`config.mk`:
```
export PLATFORM = sky130hd
export DESIGN_NAME = lfu_open_handle_cache_top
export DESIGN_NICKNAME = d
export VERILOG_FILES = /design/src/rtl/lfu_ohc_pkg.sv /design/src/rtl/lfu_ohc_mem.sv /design/src/rtl/lfu_ohc_cmp.sv /design/src/rtl/lfu_open_handle_cache_top.sv
export VERILOG_INCLUDE_DIRS = /design/src /design/src/rtl
export SDC_FILE = /design/constraint.sdc
export NUM_CORES = 1
export LEC_CHECK = 0
export BUFFER_PORTS_ARGS = -buffer_cell sky130_fd_sc_hd__buf_4
export CAP_MARGIN = 15
export CELL_PAD_IN_SITES_DETAIL_PLACEMENT = 1
export CELL_PAD_IN_SITES_GLOBAL_PLACEMENT = 2
export CORE_ASPECT_RATIO = 0.7
export CORE_MARGIN = 2
export CORE_UTILIZATION = 51
export CTS_CLUSTER_DIAMETER = 60
export DETAILED_ROUTE_END_ITERATION = 7
export HOLD_SLACK_MARGIN = 0.06
export PLACE_DENSITY_LB_ADDON = 0.1
export SETUP_SLACK_MARGIN = 0.2
export SLEW_MARGIN = 20
export SYNTH_ARGS = -nofsm -noshare
export SYNTH_HDL_FRONTEND = slang
export SYNTH_SLANG_ARGS = --single-unit
```
`constraint.sdc`:
```
create_clock -name i_clk -period 17.9 [get_ports i_clk]
set_clock_uncertainty 0.05 [all_clocks]
set_input_delay 1.79 -clock i_clk [delete_from_list [all_inputs] [get_ports i_clk]]
set_output_delay 1.79 -clock i_clk [all_outputs]
set_load 0.05 [all_outputs]
```
`src/rtl/lfu_open_handle_cache_top_defines.svh`:
```
// Assertion macros shared by the handle cache RTL.
`ifndef LFU_OPEN_HANDLE_CACHE_TOP_DEFINES_SVH
`define LFU_OPEN_HANDLE_CACHE_TOP_DEFINES_SVH

// Same-cycle implication, disabled during reset.
`define LFU_ASSERT_NOW(label, ante, cons, msg) \
    label: assert property (@(posedge i_clk) disable iff (!i_rst_n) (ante) |-> (cons)) \
        else $error(msg);

// Next-cycle implication, disabled during reset.
`define LFU_ASSERT_NEXT(label, ante, cons, msg) \
    label: assert property (@(posedge i_clk) disable iff (!i_rst_n) (ante) |=> (cons)) \
        else $error(msg);

`endif

```
`src/rtl/lfu_ohc_pkg.sv`:
```
// Shared constants and types for the handle cache.
package lfu_ohc_pkg;

    localparam int ENTRIES = 8;
    localparam int IDX_W   = $clog2(ENTRIES);
    localparam int CNT_W   = $clog2(ENTRIES + 1);
    localparam int KEY_W   = 32;
    localparam int COUNT_W = 32;
    localparam int CAP_W   = 4;

    localparam logic [COUNT_W-1:0] COUNT_MAX = {COUNT_W{1'b1}};

    typedef struct packed {
        logic [KEY_W-1:0]   key;
        logic [COUNT_W-1:0] count;
    } t_entry;

    typedef struct packed {
        logic match;
        logic better;
    } t_cmp_res;

endpackage

```
`src/rtl/lfu_ohc_mem.sv`:
```
// Entry store holding key and use count, one write and one registered read port.
module lfu_ohc_mem (
    input  logic                          i_clk,
    input  logic                          i_we,
    input  logic [lfu_ohc_pkg::IDX_W-1:0] i_waddr,
    input  lfu_ohc_pkg::t_entry           i_wdata,
    input  logic [lfu_ohc_pkg::IDX_W-1:0] i_raddr,
    output lfu_ohc_pkg::t_entry           o_rdata
);

    lfu_ohc_pkg::t_entry r_mem [lfu_ohc_pkg::ENTRIES];
    lfu_ohc_pkg::t_entry r_rdata;

    always_ff @(posedge i_clk) begin
        if (i_we) begin
            r_mem[i_waddr] <= i_wdata;
        end
        r_rdata <= r_mem[i_raddr];
    end

    assign o_rdata = r_rdata;

endmodule

```
`src/rtl/lfu_ohc_cmp.sv`:
```
// Shared compare unit: key match and least-frequently-used ordering of one entry.
module lfu_ohc_cmp (
    input  lfu_ohc_pkg::t_entry            i_entry,
    input  lfu_ohc_pkg::t_entry            i_best,
    input  logic [lfu_ohc_pkg::KEY_W-1:0]  i_key,
    output lfu_ohc_pkg::t_cmp_res          o_res
);

    always_comb begin
        o_res.match  = (i_entry.key == i_key);
        o_res.better = (i_entry.count < i_best.count) ||
                       ((i_entry.count == i_best.count) && (i_entry.key < i_best.key));
    end

endmodule

```
`src/rtl/lfu_open_handle_cache_top.sv`:
```
// Top level of the least-frequently-used open-handle cache.
// An item with caching enabled is scanned one entry per cycle. A new item is
// taken only once the previous one has finished, as the input is ready only in idle.
// A bypassed item skips the scan and goes straight to the final step.
// A result still waiting in the output register holds the final step back.
// Synchronous active-low reset clears all valid bits and the capacity register.
`include "lfu_open_handle_cache_top_defines.svh"

module lfu_open_handle_cache_top (
    input  logic                                i_clk,
    input  logic                                i_rst_n,
    input  logic                                i_cfg_we,
    input  logic [lfu_ohc_pkg::CAP_W-1:0]       i_cfg_wdata,
    input  logic                                i_in_valid,
    output logic                                o_in_ready,
    input  logic [lfu_ohc_pkg::KEY_W-1:0]       i_key,
    output logic                                o_out_valid,
    input  logic                                i_out_ready,
    output logic                                o_bypass,
    output logic                                o_hit,
    output logic                                o_evicted,
    output logic [lfu_ohc_pkg::KEY_W-1:0]       o_evicted_key,
    output logic [lfu_ohc_pkg::COUNT_W-1:0]     o_use_count
);

    typedef enum logic [1:0] {
        S_IDLE,
        S_SCAN,
        S_FIN
    } t_state;

    t_state                              r_state;
    logic [lfu_ohc_pkg::CAP_W-1:0]       r_max_open;
    logic [lfu_ohc_pkg::ENTRIES-1:0]     r_valid_bits;
    logic [lfu_ohc_pkg::KEY_W-1:0]       r_key;
    logic                                r_bypass;
    logic [lfu_ohc_pkg::CNT_W-1:0]       r_idx;
    logic                                r_pvld;
    logic [lfu_ohc_pkg::IDX_W-1:0]       r_pidx;
    logic [lfu_ohc_pkg::CNT_W-1:0]       r_used;
    logic                                r_found;
    logic [lfu_ohc_pkg::IDX_W-1:0]       r_found_idx;
    logic [lfu_ohc_pkg::COUNT_W-1:0]     r_found_cnt;
    logic                                r_have_best;
    lfu_ohc_pkg::t_entry                 r_best;
    logic [lfu_ohc_pkg::IDX_W-1:0]       r_best_idx;
    logic                                r_out_valid;
    logic                                r_out_bypass;
    logic                                r_out_hit;
    logic                                r_out_evicted;
    logic [lfu_ohc_pkg::KEY_W-1:0]       r_out_evicted_key;
    logic [lfu_ohc_pkg::COUNT_W-1:0]     r_out_use_count;

    lfu_ohc_pkg::t_entry                 rd_entry;
    lfu_ohc_pkg::t_entry                 wr_entry;
    lfu_ohc_pkg::t_cmp_res               cmp_res;
    logic                                mem_we;
    logic [lfu_ohc_pkg::IDX_W-1:0]       mem_waddr;
    logic                                fin_go;
    logic [lfu_ohc_pkg::CNT_W-1:0]       cap;
    logic                                n_evict;
    logic [lfu_ohc_pkg::ENTRIES-1:0]     n_free;
    logic [lfu_ohc_pkg::IDX_W-1:0]       n_slot;
    logic [lfu_ohc_pkg::COUNT_W-1:0]     n_count;
    logic                                in_acc;

    lfu_ohc_mem u_mem (
        .i_clk   (i_clk),
        .i_we    (mem_we),
        .i_waddr (mem_waddr),
        .i_wdata (wr_entry),
        .i_raddr (r_idx[lfu_ohc_pkg::IDX_W-1:0]),
        .o_rdata (rd_entry)
    );

    lfu_ohc_cmp u_cmp (
        .i_entry (rd_entry),
        .i_best  (r_best),
        .i_key   (r_key),
        .o_res   (cmp_res)
    );

    assign o_in_ready = (r_state == S_IDLE);
    assign in_acc     = i_in_valid && o_in_ready;
    assign fin_go     = (r_state == S_FIN) && (!r_out_valid || i_out_ready);

    always_comb begin
        cap = (r_max_open > lfu_ohc_pkg::CAP_W'(lfu_ohc_pkg::ENTRIES))
            ? lfu_ohc_pkg::CNT_W'(lfu_ohc_pkg::ENTRIES)
            : lfu_ohc_pkg::CNT_W'(r_max_open);
        n_evict = !r_found && r_have_best && (r_used >= cap);
        n_free  = ~r_valid_bits;
        if (n_evict) begin
            n_free[r_best_idx] = 1'b1;
        end
        n_slot = '0;
        for (int i = lfu_ohc_pkg::ENTRIES - 1; i >= 0; i--) begin
            if (n_free[i]) begin
                n_slot = lfu_ohc_pkg::IDX_W'(i);
            end
        end
        n_count = (r_found_cnt == lfu_ohc_pkg::COUNT_MAX)
                ? r_found_cnt : r_found_cnt + lfu_ohc_pkg::COUNT_W'(1);
        mem_we         = fin_go && !r_bypass && (r_found || (|n_free));
        mem_waddr      = r_found ? r_found_idx : n_slot;
        wr_entry.key   = r_key;
        wr_entry.count = r_found ? n_count : lfu_ohc_pkg::COUNT_W'(1);
    end

    always_ff @(posedge i_clk) begin
        if (!i_rst_n) begin
            r_state      <= S_IDLE;
            r_max_open   <= '0;
            r_valid_bits <= '0;
            r_pvld       <= 1'b0;
            r_out_valid  <= 1'b0;
        end else begin
            if (i_cfg_we) begin
                r_max_open <= i_cfg_wdata;
            end
            if (r_out_valid && i_out_ready && !fin_go) begin
                r_out_valid <= 1'b0;
            end
            case (r_state)
                S_IDLE: begin
                    r_idx       <= '0;
                    r_pvld      <= 1'b0;
                    r_used      <= '0;
                    r_found     <= 1'b0;
                    r_have_best <= 1'b0;
                    if (in_acc) begin
                        r_key    <= i_key;
                        r_bypass <= (r_max_open == '0);
                        r_state  <= (r_max_open == '0) ? S_FIN : S_SCAN;
                    end
                end
                S_SCAN: begin
                    r_pvld <= (r_idx < lfu_ohc_pkg::CNT_W'(lfu_ohc_pkg::ENTRIES));
                    r_pidx <= r_idx[lfu_ohc_pkg::IDX_W-1:0];
                    if (r_idx < lfu_ohc_pkg::CNT_W'(lfu_ohc_pkg::ENTRIES)) begin
                        r_idx <= r_idx + lfu_ohc_pkg::CNT_W'(1);
                    end
                    if (r_pvld && r_valid_bits[r_pidx]) begin
                        r_used <= r_used + lfu_ohc_pkg::CNT_W'(1);
                        if (cmp_res.match) begin
                            r_found     <= 1'b1;
                            r_found_idx <= r_pidx;
                            r_found_cnt <= rd_entry.count;
                        end
                        if (!r_have_best || cmp_res.better) begin
                            r_have_best <= 1'b1;
                            r_best      <= rd_entry;
                            r_best_idx  <= r_pidx;
                        end
                    end
                    if (r_pvld && (r_idx == lfu_ohc_pkg::CNT_W'(lfu_ohc_pkg::ENTRIES))) begin
                        r_state <= S_FIN;
                    end
                end
                S_FIN: begin
                    if (fin_go) begin
                        r_out_valid   <= 1'b1;
                        r_out_bypass  <= r_bypass;
                        r_out_hit     <= !r_bypass && r_found;
                        r_out_evicted <= !r_bypass && n_evict;
                        r_out_evicted_key <= (!r_bypass && n_evict) ? r_best.key : '0;
                        if (r_bypass) begin
                            r_out_use_count <= '0;
                        end else begin
                            r_out_use_count <= wr_entry.count;
                        end
                        if (!r_bypass && !r_found) begin
                            r_valid_bits <= ~n_free | (lfu_ohc_pkg::ENTRIES'(1) << n_slot);
                        end
                        r_state <= S_IDLE;
                    end
                end
                default: begin
                    r_state <= S_IDLE;
                end
            endcase
        end
    end

    assign o_out_valid   = r_out_valid;
    assign o_bypass      = r_out_bypass;
    assign o_hit         = r_out_hit;
    assign o_evicted     = r_out_evicted;
    assign o_evicted_key = r_out_evicted_key;
    assign o_use_count   = r_out_use_count;

    `LFU_ASSERT_NEXT(a_scan_start, in_acc && (r_max_open != '0), r_state == S_SCAN,
                     "enabled item did not start a scan")
    `LFU_ASSERT_NOW(a_evict_excl, r_out_valid && r_out_evicted,
                    !r_out_hit && !r_out_bypass, "eviction reported together with hit or bypass")
    `LFU_ASSERT_NOW(a_hit_count, r_out_valid && r_out_hit, r_out_use_count != '0,
                    "hit reported with zero use count")
    `LFU_ASSERT_NEXT(a_insert_valid, mem_we && !r_found, r_valid_bits[$past(n_slot)],
                     "inserted entry not marked valid")

endmodule

```
==> qor.csv, run 1 <==
metric;value;unit
yosysSeqAreaShare;0.746;
synth_cells;1708;
die_area;63600;sq um
finish.utilization;0.584;
antenna_found_initial;1;
fin_crit;4590;ps
final_cell_mix;edfxtp_1, mux4_2, buf_4;
grt_max_degree;109;
fmax;0.218;GHz
hpwlAfterDp;42.8;mm
first_iter_violations;1192;
arrival;4790;ps
worst_slew_pin_slew;1090;ps
core;61200;sq um
whs;423;ps
leakage;12.0;nW
synth_edf_count;727;
cts.htree.levels;3;
io_buffers;109;
synth.distinct_cells;61;
cts_root_buf;clkbuf_16;
maxSlewViolCount;0;
critical_path.startpoint;i_out_ready;
synthesis.area;31400;sq um
regToRegStartpoint;r_max_open[3];
status;finished clean;
first_global_vias;16800;
place_inst;2601;
ff2ff_path_depth;11;
ys_async_sr_fraction;0;
ios;110;
fin_cells;2742;
clockBufferDepth;3;
cts_buffers;76;
die_w;301;microns
avgSynthCellArea;18.4;sq um
syn-num-nets;1820;
track_usage;0.233;
cts_hold_buf;0;
maxCapViolations;0;
cts_post_setup_buffers_inserted;0;
nets;1972;
pwr_density_cell;115;nW/um^2
die_h;212;microns
cts_tree;done;
ys_seq_elements;807;
grt_overflow_total;0;
cts-resized-gates;0;
start_util;0.513;
crit_required;18100;ps
std_cell_rows;76;
start_kind;input port;
cp-endpoint;u_mem.r_mem[7][37];
path_class;input port to flip-flop;
ant_nets;0;
post_drt_wl_per_cell;26.3;microns
cp_max_fo;41;
drive_gt1_frac;0.240;
hold_violations;0;
worstSetupEndpointType;flip-flop;
rsz0062_at_grt;no;
slew_headroom;0.270;
vdd.ir_drop.worst;79.4;uV
ys_warn_count;0;
via_per_inst;5.79;
cts.sinks;807;
tns;0;ps
synthFlopType;edfxtp_1;
grt_pass1_wl;109;mm
clkTransAtPathRegs;60;ps
holdCritPathClass;flip-flop to flip-flop;
regToRegSetupSlack;13380;ps
area_growth;13.8;%
r2r-end;u_mem.r_mem[2][36];
dr.pass1.iters;5;
place_congestion;0.834;
vias;15900;
clk_latency;630;ps
min_period_over_period;0.257;
layout_commonest_cell;edfxtp_1;
diodes;0;
totalWireLength;72.2;mm
setup_viol;0;
drc_errors;0;
metrics by stage:
stage / total power [mW] / setup slack, ps / instance area, sq um
4_1_cts: 4.14 / 13300 / 35800
5_1_grt: 4.23 / 13030 / 35800
6_report: 4.10 / 13310 / 35800
2_1_floorplan: 2.41 / 10310 / 31400
3_3_place_gp: 2.51 / 12760 / 33300
3_5_place_dp: 2.52 / 12650 / 33300
where the power goes:
group          internal (mW)  switching (mW)
clock network          0.926           0.694
logic                  0.135           0.184
registers               2.11          0.0482
final cells by class:
class / count / area, sq um
multi-input combinational: 765 / 7550
inverter: 80 / 302
clock inverter: 32 / 365
fill: 5391 / 25500
tap: 819 / 1020
sequential: 807 / 23400
clock buffer: 109 / 2110
timing repair buffer: 130 / 988
routing by layer:
metal  global-route usage  part of all wire  up-vias
li1                     -                 -     7009
met3               0.0409             0.045       91
met2                0.367              0.47      379
met1                0.343              0.46     8387
met5                    0                 0        -
met4               0.0542             0.017        0
synthesized netlist by cell type (26+ instances only):
master      n  area [sq um]
edfxtp_1  727         21800
nand2_1    49           184
ha_1       71           888
nor3_1     41           205
dfxtp_1    80          1600
inv_1      80           300
mux2_2     66           743
nand4_1    26           163
nand3_1    32           160
nor2_1    111           417
xnor2_1    53           464
clkbuf_1   44           165
a21oi_1    30           150
mux4_2    130          2930
kinds of logic after synthesis:
kind of cell,share of synthesized area
AOI/OAI and AO/OA,0.0216
xor gates and xnor gates,0.0178
adders and majority gates,0.0283
buffers and inverters,0.0166
DFF,0.746
muxes,0.119
and+or+nand+nor,0.0511
critical path, cell delays in order:
cell and delay, ps:
buf_4 80, nor2b_1 80, nor4_2 400, nand2_1 130, or3_1 370, o31a_1 330
nor2_4 840, buf_4 720
worst min path at each step:
stage | start | to | slack (ps) | cells past startpoint
after global placement | u_mem.o_rdata[24] | r_found_cnt[24] | 400 | 0
final | u_mem.o_rdata[0] | r_best[0] | 420 | 0
after global routing | u_mem.o_rdata[27] | r_found_cnt[27] | 440 | 0
after floorplan | r_bypass | o_bypass | 370 | 0
after detailed placement | u_mem.o_rdata[0] | r_found_cnt[0] | 410 | 0
after CTS | u_mem.o_rdata[27] | r_found_cnt[27] | 430 | 0
registers in the layout, summed over array words and instances, names as in the netlist, 2 cells and up:
register,count
u_mem.r_mem,512
r_best,64
u_mem.o_rdata,64
o_evicted_key,32
o_use_count,32
r_found_cnt,32
r_key,32
r_valid_bits,8
r_idx,4
r_max_open,4
r_used,4
r_best_idx,3
r_found_idx,3
r_pidx,3
r_state,2
Note: power is estimated with default switching activity, not from simulation.
==> inputs of run 2 (changes only) <==
--- a/config.mk
+++ b/config.mk
@@ -12,7 +12,7 @@
 export CELL_PAD_IN_SITES_GLOBAL_PLACEMENT = 2
 export CORE_ASPECT_RATIO = 0.7
 export CORE_MARGIN = 2
-export CORE_UTILIZATION = 51
+export CORE_UTILIZATION = 48
 export CTS_CLUSTER_DIAMETER = 60
 export DETAILED_ROUTE_END_ITERATION = 7
 export HOLD_SLACK_MARGIN = 0.06
==> constraint.sdc (replaced) <==
create_clock -name i_clk -period 4.41 [get_ports i_clk]
set_clock_uncertainty 0.05 [all_clocks]
set_input_delay 0.441 -clock i_clk [delete_from_list [all_inputs] [get_ports i_clk]]
set_output_delay 0.441 -clock i_clk [all_outputs]
set_load 0.05 [all_outputs]
==> run 2 against run 1 <==
  * Clock power grew to 4.1 times the previous value
  * Sequential share of layout area is 1.3 points lower
  * Setup slack worse by 13000 ps
  * Register-to-register slack worse by 13000 ps
  * Cell area is 1.9% higher
  * First-iteration DRC count is 16% higher
  * Sequential power grew to 4.1 times the previous value
  * Largest cell class unchanged
==> qor.csv, run 2 (synthesis results as in run 1) <==
metric;value;unit;change
die_area;67600;sq um;+6.1%
final_cell_mix;edfxtp_1, mux4_2, buf_4;;
area_growth;16.0;%;
vdd.ir_drop.worst;306;uV;+290%
path_class;flip-flop to flip-flop;;
status;finished clean;;
cts_buffers;78;;+2.6%
crit_path_cell_trace;inv_1, ha_1, nand4_1, a211oi_1, o2111ai_1, nor4_1, buf_4, o21a_1, a31oi_1, nor2_4, buf_4;;
nets;2018;;+2.3%
grt_use_met2;0.323;;-0.0446
cp_top_family;compound AO/OA/AOI/OAI gates;;
cts.sinks;807;;unchanged
grt-busiest-layer;met1;;
pwr_density_cell;459;nW/um^2;+300%
ant_nets;0;;unchanged
io_buffers;109;;unchanged
n_fill_cell;5818;;+7.9%
crit_slowest_cell;a211oi_1;;
drc_errors;0;;unchanged
totalWireLength;72.1;mm;-0.15%
first_iter_violations;1388;;+16%
totalPowerFinal;16.7;mW;+310%
die_w;310;microns;+3.0%
layout_commonest_cell;edfxtp_1;;
clk_latency;620;ps;about the same
arrival;4030;ps;-760 ps
ff2ff_path_depth;11;;unchanged
post-route-cell-area;36500;sq um;+1.9%
grt_pass1_wl;109;mm;-0.15%
dr.pass1.iters;5;;unchanged
critPathBufInv;3;;+1
crit_required;4610;ps;-13490 ps
clockBufferDepth;3;;unchanged
die_h;218;microns;+3.0%
rsz0062_at_grt;no;;
ios;110;;unchanged
largest_reg_flops;512;;unchanged
via_per_inst;5.63;;-2.7%
place_area;33600;sq um;+0.84%
min_period_over_period;0.869;;
grt_max_degree;81;;-26%
vias;16000;;+1.2%
slew_headroom;0.264;;-0.00653
cts_root_buf;clkbuf_16;;
leakage;12.3;nW;+2.0%
drive_gt1_frac;0.239;;-0.00155
maxCapViolations;0;;unchanged
maxSlewViolCount;0;;unchanged
cpPeakStageDelay;600;ps;-240 ps
start_kind;flip-flop;;
track_usage;0.220;;-0.0131
worst_slew_pin_slew;1100;ps;+1.36 ps
start_util;0.485;;-0.0282
fin_cells;2850;;+3.9%
std_cell_rows;78;;+2.6%
place_inst;2670;;+2.7%
antenna_found_initial;4;;+3
hpwlAfterDp;44.6;mm;+4.2%
first_global_vias;16800;;+0.32%
path_common_cell;buf_4;;
finish.utilization;0.563;;-0.0214
hold_depth;3;;+3
cp_max_fo;35;;-15%
hold_violations;0;;unchanged
met3_usage;0.0369;;-0.00402
fin_crit;3830;ps;
grt_overflow_total;0;;unchanged
setup_viol;0;;unchanged
cts_tree;done;;
fmax;0.261;GHz;
clkTransAtPathRegs;60;ps;about the same
post_drt_wl_per_cell;25.3;microns;-3.9%
worst-path-stages;11;;+3
cts_post_setup_buffers_inserted;0;;unchanged
cts.htree.levels;3;;unchanged
largest_register;u_mem.r_mem;;
holdCritPathClass;input port to flip-flop;;
use_met1;0.343;;about the same
worstSetupEndpointType;flip-flop;;
core;64800;sq um;+5.8%
place_congestion;0.809;;-3.0%
run 2: changes by cell type in the layout (fill, tap and decap cells not counted), moves of 2 or more:
cell / previous run / this run
buf_4: 129 / 126
clkinv_1: 5 / 12
clkinv_2: 15 / 12
dlygate4sd3_1: 0 / 36
clkbuf_1: 26 / 21
inv_6: 3 / 1
clkbuf_16: 77 / 80
buf_12: 1 / 12
run 2: layout make-up:
class / instances / area, sq um / share of cell area
Sequential cell: 807 / 23400 / 0.643
Multi-Input combinational cell: 765 / 7550 / 0.207
Clock buffer: 108 / 2180 / 0.0597
Timing Repair Buffer: 174 / 1550 / 0.0424
Tap cell: 880 / 1100 / 0.0302
Clock inverter: 35 / 349 / 0.00957
Inverter: 80 / 302 / 0.00827
Antenna cell: 1 / 2.50 / 0.0000686
run 2: path summary, 6_finish.rpt:
kind	from	end	slack (ps)
hold / removal	i_cfg_wdata[0]	r_max_open[0]	100
setup reg to reg	u_mem.o_rdata[0]	r_best[28]	580
hold reg to reg	u_mem.o_rdata[27]	r_best[27]	420
setup / recovery	u_mem.o_rdata[0]	r_best[28]	580
run 2: tightest hold or removal path: stages:
cell and delay, ps:
buf_4 100, mux2i_1 70, nor2b_1 110
run 2: layer usage:
layer / vias up / part of all wire
li1: 7115 / -
met1: 8466 / 0.48
met4: 2 / 0.020
met5: - / 0.000097
met2: 380 / 0.45
met3: 86 / 0.050
run 2: per-stage QoR:
step                      hold slack, ps  setup WS (ps)  setup TNS [ps]
final                               95.7            576               0
after global routing                74.7            402               0
after detailed placement             397            624               0
after global placement               394            694               0
after floorplan                      374           -778         -211720
after CTS                           64.9            609               0
run 2: timing repair:
item	in CTS	in global routing
endpoints found under the hold margin	36	0
hold buffers	36	0
gates resized for setup	0	0
run 2: power by group:
group / internal, mW / total (mW) / switching (mW)
Clock: 3.82 / 6.63 / 2.81
Sequential: 8.58 / 8.78 / 0.195
Combinational: 0.576 / 1.33 / 0.756
==> inputs of run 3 (changes only) <==
--- a/config.mk
+++ b/config.mk
@@ -6,13 +6,13 @@
 export SDC_FILE = /design/constraint.sdc
 export NUM_CORES = 1
 export LEC_CHECK = 0
+export ABC_AREA = 1
 export BUFFER_PORTS_ARGS = -buffer_cell sky130_fd_sc_hd__buf_4
-export CAP_MARGIN = 15
 export CELL_PAD_IN_SITES_DETAIL_PLACEMENT = 1
 export CELL_PAD_IN_SITES_GLOBAL_PLACEMENT = 2
 export CORE_ASPECT_RATIO = 0.7
 export CORE_MARGIN = 2
-export CORE_UTILIZATION = 48
+export CORE_UTILIZATION = 43
 export CTS_CLUSTER_DIAMETER = 60
 export DETAILED_ROUTE_END_ITERATION = 7
 export HOLD_SLACK_MARGIN = 0.06
==> run 3 against run 2 <==
  * Combinational power rose by 100%
  * Power grew 14%
  * Area after synthesis is 3.1% higher
  * First-iteration DRC count is 26% higher
  * Cell area increased by 3.3%
  * Setup slack improved by 230 ps
  * Largest power group unchanged
  * Highest routed layer is now met4
==> qor.csv, run 3 <==
metric;value;unit;change
clk_latency;630;ps;about the same
synth_top_area_share;0.674;;-0.0206
finish.utilization;0.503;;-0.0593
fmax;0.278;GHz;+6.5%
fin_ws;809;ps;+233 ps
place_congestion;0.828;;+2.3%
synthesis.area;32400;sq um;+3.1%
pwr_density_cell;505;nW/um^2;+10%
cts_hold_buf;39;;+8.3%
fin_crit;3600;ps;-233 ps
cp_top_family;simple AND/OR/NAND/NOR gates;;
first_iter_violations;1754;;+26%
grt_overflow_total;0;;unchanged
cp_max_fo;28;;-20%
clkTransAtPathRegs;60;ps;about the same
synthTopCellsByCount;edfxtp_1, nor2_1, o21ai_0;;
io_buffers;109;;unchanged
ys_async_sr_fraction;0;;unchanged
final_cell_mix;edfxtp_1, nor2_1, o21ai_0;;
worst-path-stages;19;;+8
crit_required;4670;ps;+60 ps
worst_slew_pin_slew;1080;ps;-13.0 ps
cts_tree;done;;
grt_max_degree;132;;+63%
avgSynthCellArea;12.3;sq um;-33%
synth_largest_area_cell;edfxtp_1;;
syn-num-nets;2751;;+51%
min_period_over_period;0.817;;-0.0529
nets;2910;;+44%
hpwlAfterDp;55.8;mm;+25%
synth_cells;2639;;+55%
cts.sinks;807;;unchanged
vdd.ir_drop.worst;358;uV;+17%
start_kind;flip-flop;;
drive_gt1_frac;0.115;;-0.123
holdCritPathClass;input port to flip-flop;;
yosysSeqAreaShare;0.724;;-0.0221
setup_viol;0;;unchanged
largest_reg_flops;512;;unchanged
post_drt_wl_per_cell;23.2;microns;-8.4%
track_usage;0.232;;+0.0112
start_util;0.433;;-0.0521
path_class;flip-flop to flip-flop;;
yosys-top-cells-area;edfxtp_1, nor2_1, dfxtp_1;;
totalWireLength;89.3;mm;+24%
hold_depth;3;;unchanged
slew_headroom;0.278;;+0.0143
antenna_found_initial;3;;-1
cts_buffers;81;;+3.8%
cts.htree.levels;3;;unchanged
crit_path_cell_trace;inv_1, nand2_1, ha_1, nand2_1, nand2_1, nand2_1, nand3_4, nand3_1, nand2_1, nand2_1, nand2_1, nand2_1, nand2_1, nand2_1, nand2_1, nand3_2, nand2_1, nor2_4, buf_12;;
vias;20700;;+29%
synth.most_common_cell;edfxtp_1;;
critPathBufInv;2;;-1
synth.distinct_cells;48;;-21%
die_w;332;microns;+7.2%
rsz0062_at_grt;no;;
synth_edf_count;727;;unchanged
layout_commonest_cell;edfxtp_1;;
ys_seq_elements;807;;unchanged
cpPeakStageDelay;500;ps;-100 ps
first_global_vias;21600;;+28%
die_area;77600;sq um;+15%
std_cell_rows;84;;+7.7%
dr.pass1.iters;5;;unchanged
arrival;3870;ps;-160 ps
maxCapViolations;0;;unchanged
core;74800;sq um;+15%
synthFlopType;edfxtp_1;;
cts_post_setup_buffers_inserted;0;;unchanged
area_growth;16.3;%;
grt_pass1_wl;135;mm;+25%
maxSlewViolCount;0;;unchanged
ios;110;;unchanged
place_inst;3665;;+37%
leakage;13.6;nW;+11%
hold_violations;0;;unchanged
status;finished clean;;
cts_root_buf;clkbuf_16;;
crit_slowest_cell;nor2_4;;
worstSetupEndpointType;flip-flop;;
die_h;234;microns;+7.1%
path_common_cell;nand2_1;;
ff2ff_path_depth;19;;+8
ys_warn_count;0;;unchanged
drc_errors;0;;unchanged
cts-resized-gates;0;;unchanged
via_per_inst;5.38;;-4.4%
place_ws;792;ps;+167 ps
fin_cells;3854;;+35%
largest_register;u_mem.r_mem;;
clockBufferDepth;3;;unchanged
ant_nets;0;;unchanged
[run 3: cell count changes after synthesis, moves of 27 or more]
| cell | before | now |
|---|---|---|
| mux2_2 | 66 | 0 |
| inv_1 | 80 | 192 |
| nor2_1 | 111 | 588 |
| a31oi_1 | 7 | 64 |
| nand2_1 | 49 | 190 |
| mux4_2 | 130 | 0 |
| clkbuf_1 | 44 | 81 |
| o21ai_0 | 23 | 284 |
| o22ai_1 | 1 | 64 |
| xnor2_1 | 53 | 26 |
[run 3: worst register-to-register path, delay by kind of cell, from the launching register on]
kind                       cells  cell delay (ps)
buffers and inverters          2              410
and+or+nand+nor               16             2180
DFF                            1              330
adders and majority gates      1              290
[run 3: through the flow]
stage / power (mW) / hold WS [ps] / area (sq um) / TNS [ps]
4_1_cts: 19.2 / 61.5 / 37700 / 0
3_3_place_gp: 12.0 / 389 / 34600 / 0
6_report: 19.0 / 105 / 37700 / 0
3_5_place_dp: 12.1 / 403 / 34600 / 0
5_1_grt: 19.8 / 93.8 / 37700 / 0
2_1_floorplan: 11.0 / 376 / 32400 / -167600
[run 3: layer usage]
| metal | wire length (microns) | GRT usage |
|---|---|---|
| met1 | 44300 | 0.350 |
| met2 | 38800 | 0.349 |
| met3 | 4530 | 0.0397 |
| met4 | 1610 | 0.0527 |
| met5 | 0 | 0 |
[run 3: kinds of logic after synthesis]
kind of cell,after synthesis,share of synthesized area
AOI/OAI and AO/OA,492,0.0833
buffers and inverters,306,0.0368
DFF,807,0.724
adders and majority gates,71,0.0274
and+or+nand+nor,920,0.117
xor gates and xnor gates,43,0.0116
[run 3: report_power, final]
part           internal (mW)  switching [mW]
clock network           4.09            2.95
logic                  0.841            1.88
registers               8.87           0.407
total                   13.8            5.24
[run 3: final cells by class]
cell class,instances,area (sq um)
inverters,194,739
repair buffers,188,1710
fillers,7650,37200
diodes,1,2.50
flip-flops and latches,807,23400
multi-input cells,1526,7850
clock inverters,34,377
well taps,989,1240
clock buffers,115,2320
[run 3: final timing paths]
kind	startpoint	end	slack, ps
max	r_max_open[3]	u_mem.r_mem[6][31]	810
min	i_cfg_wdata[0]	r_max_open[0]	100
max reg2reg	r_max_open[3]	u_mem.r_mem[6][31]	810
min reg2reg	u_mem.o_rdata[24]	r_found_cnt[24]	410
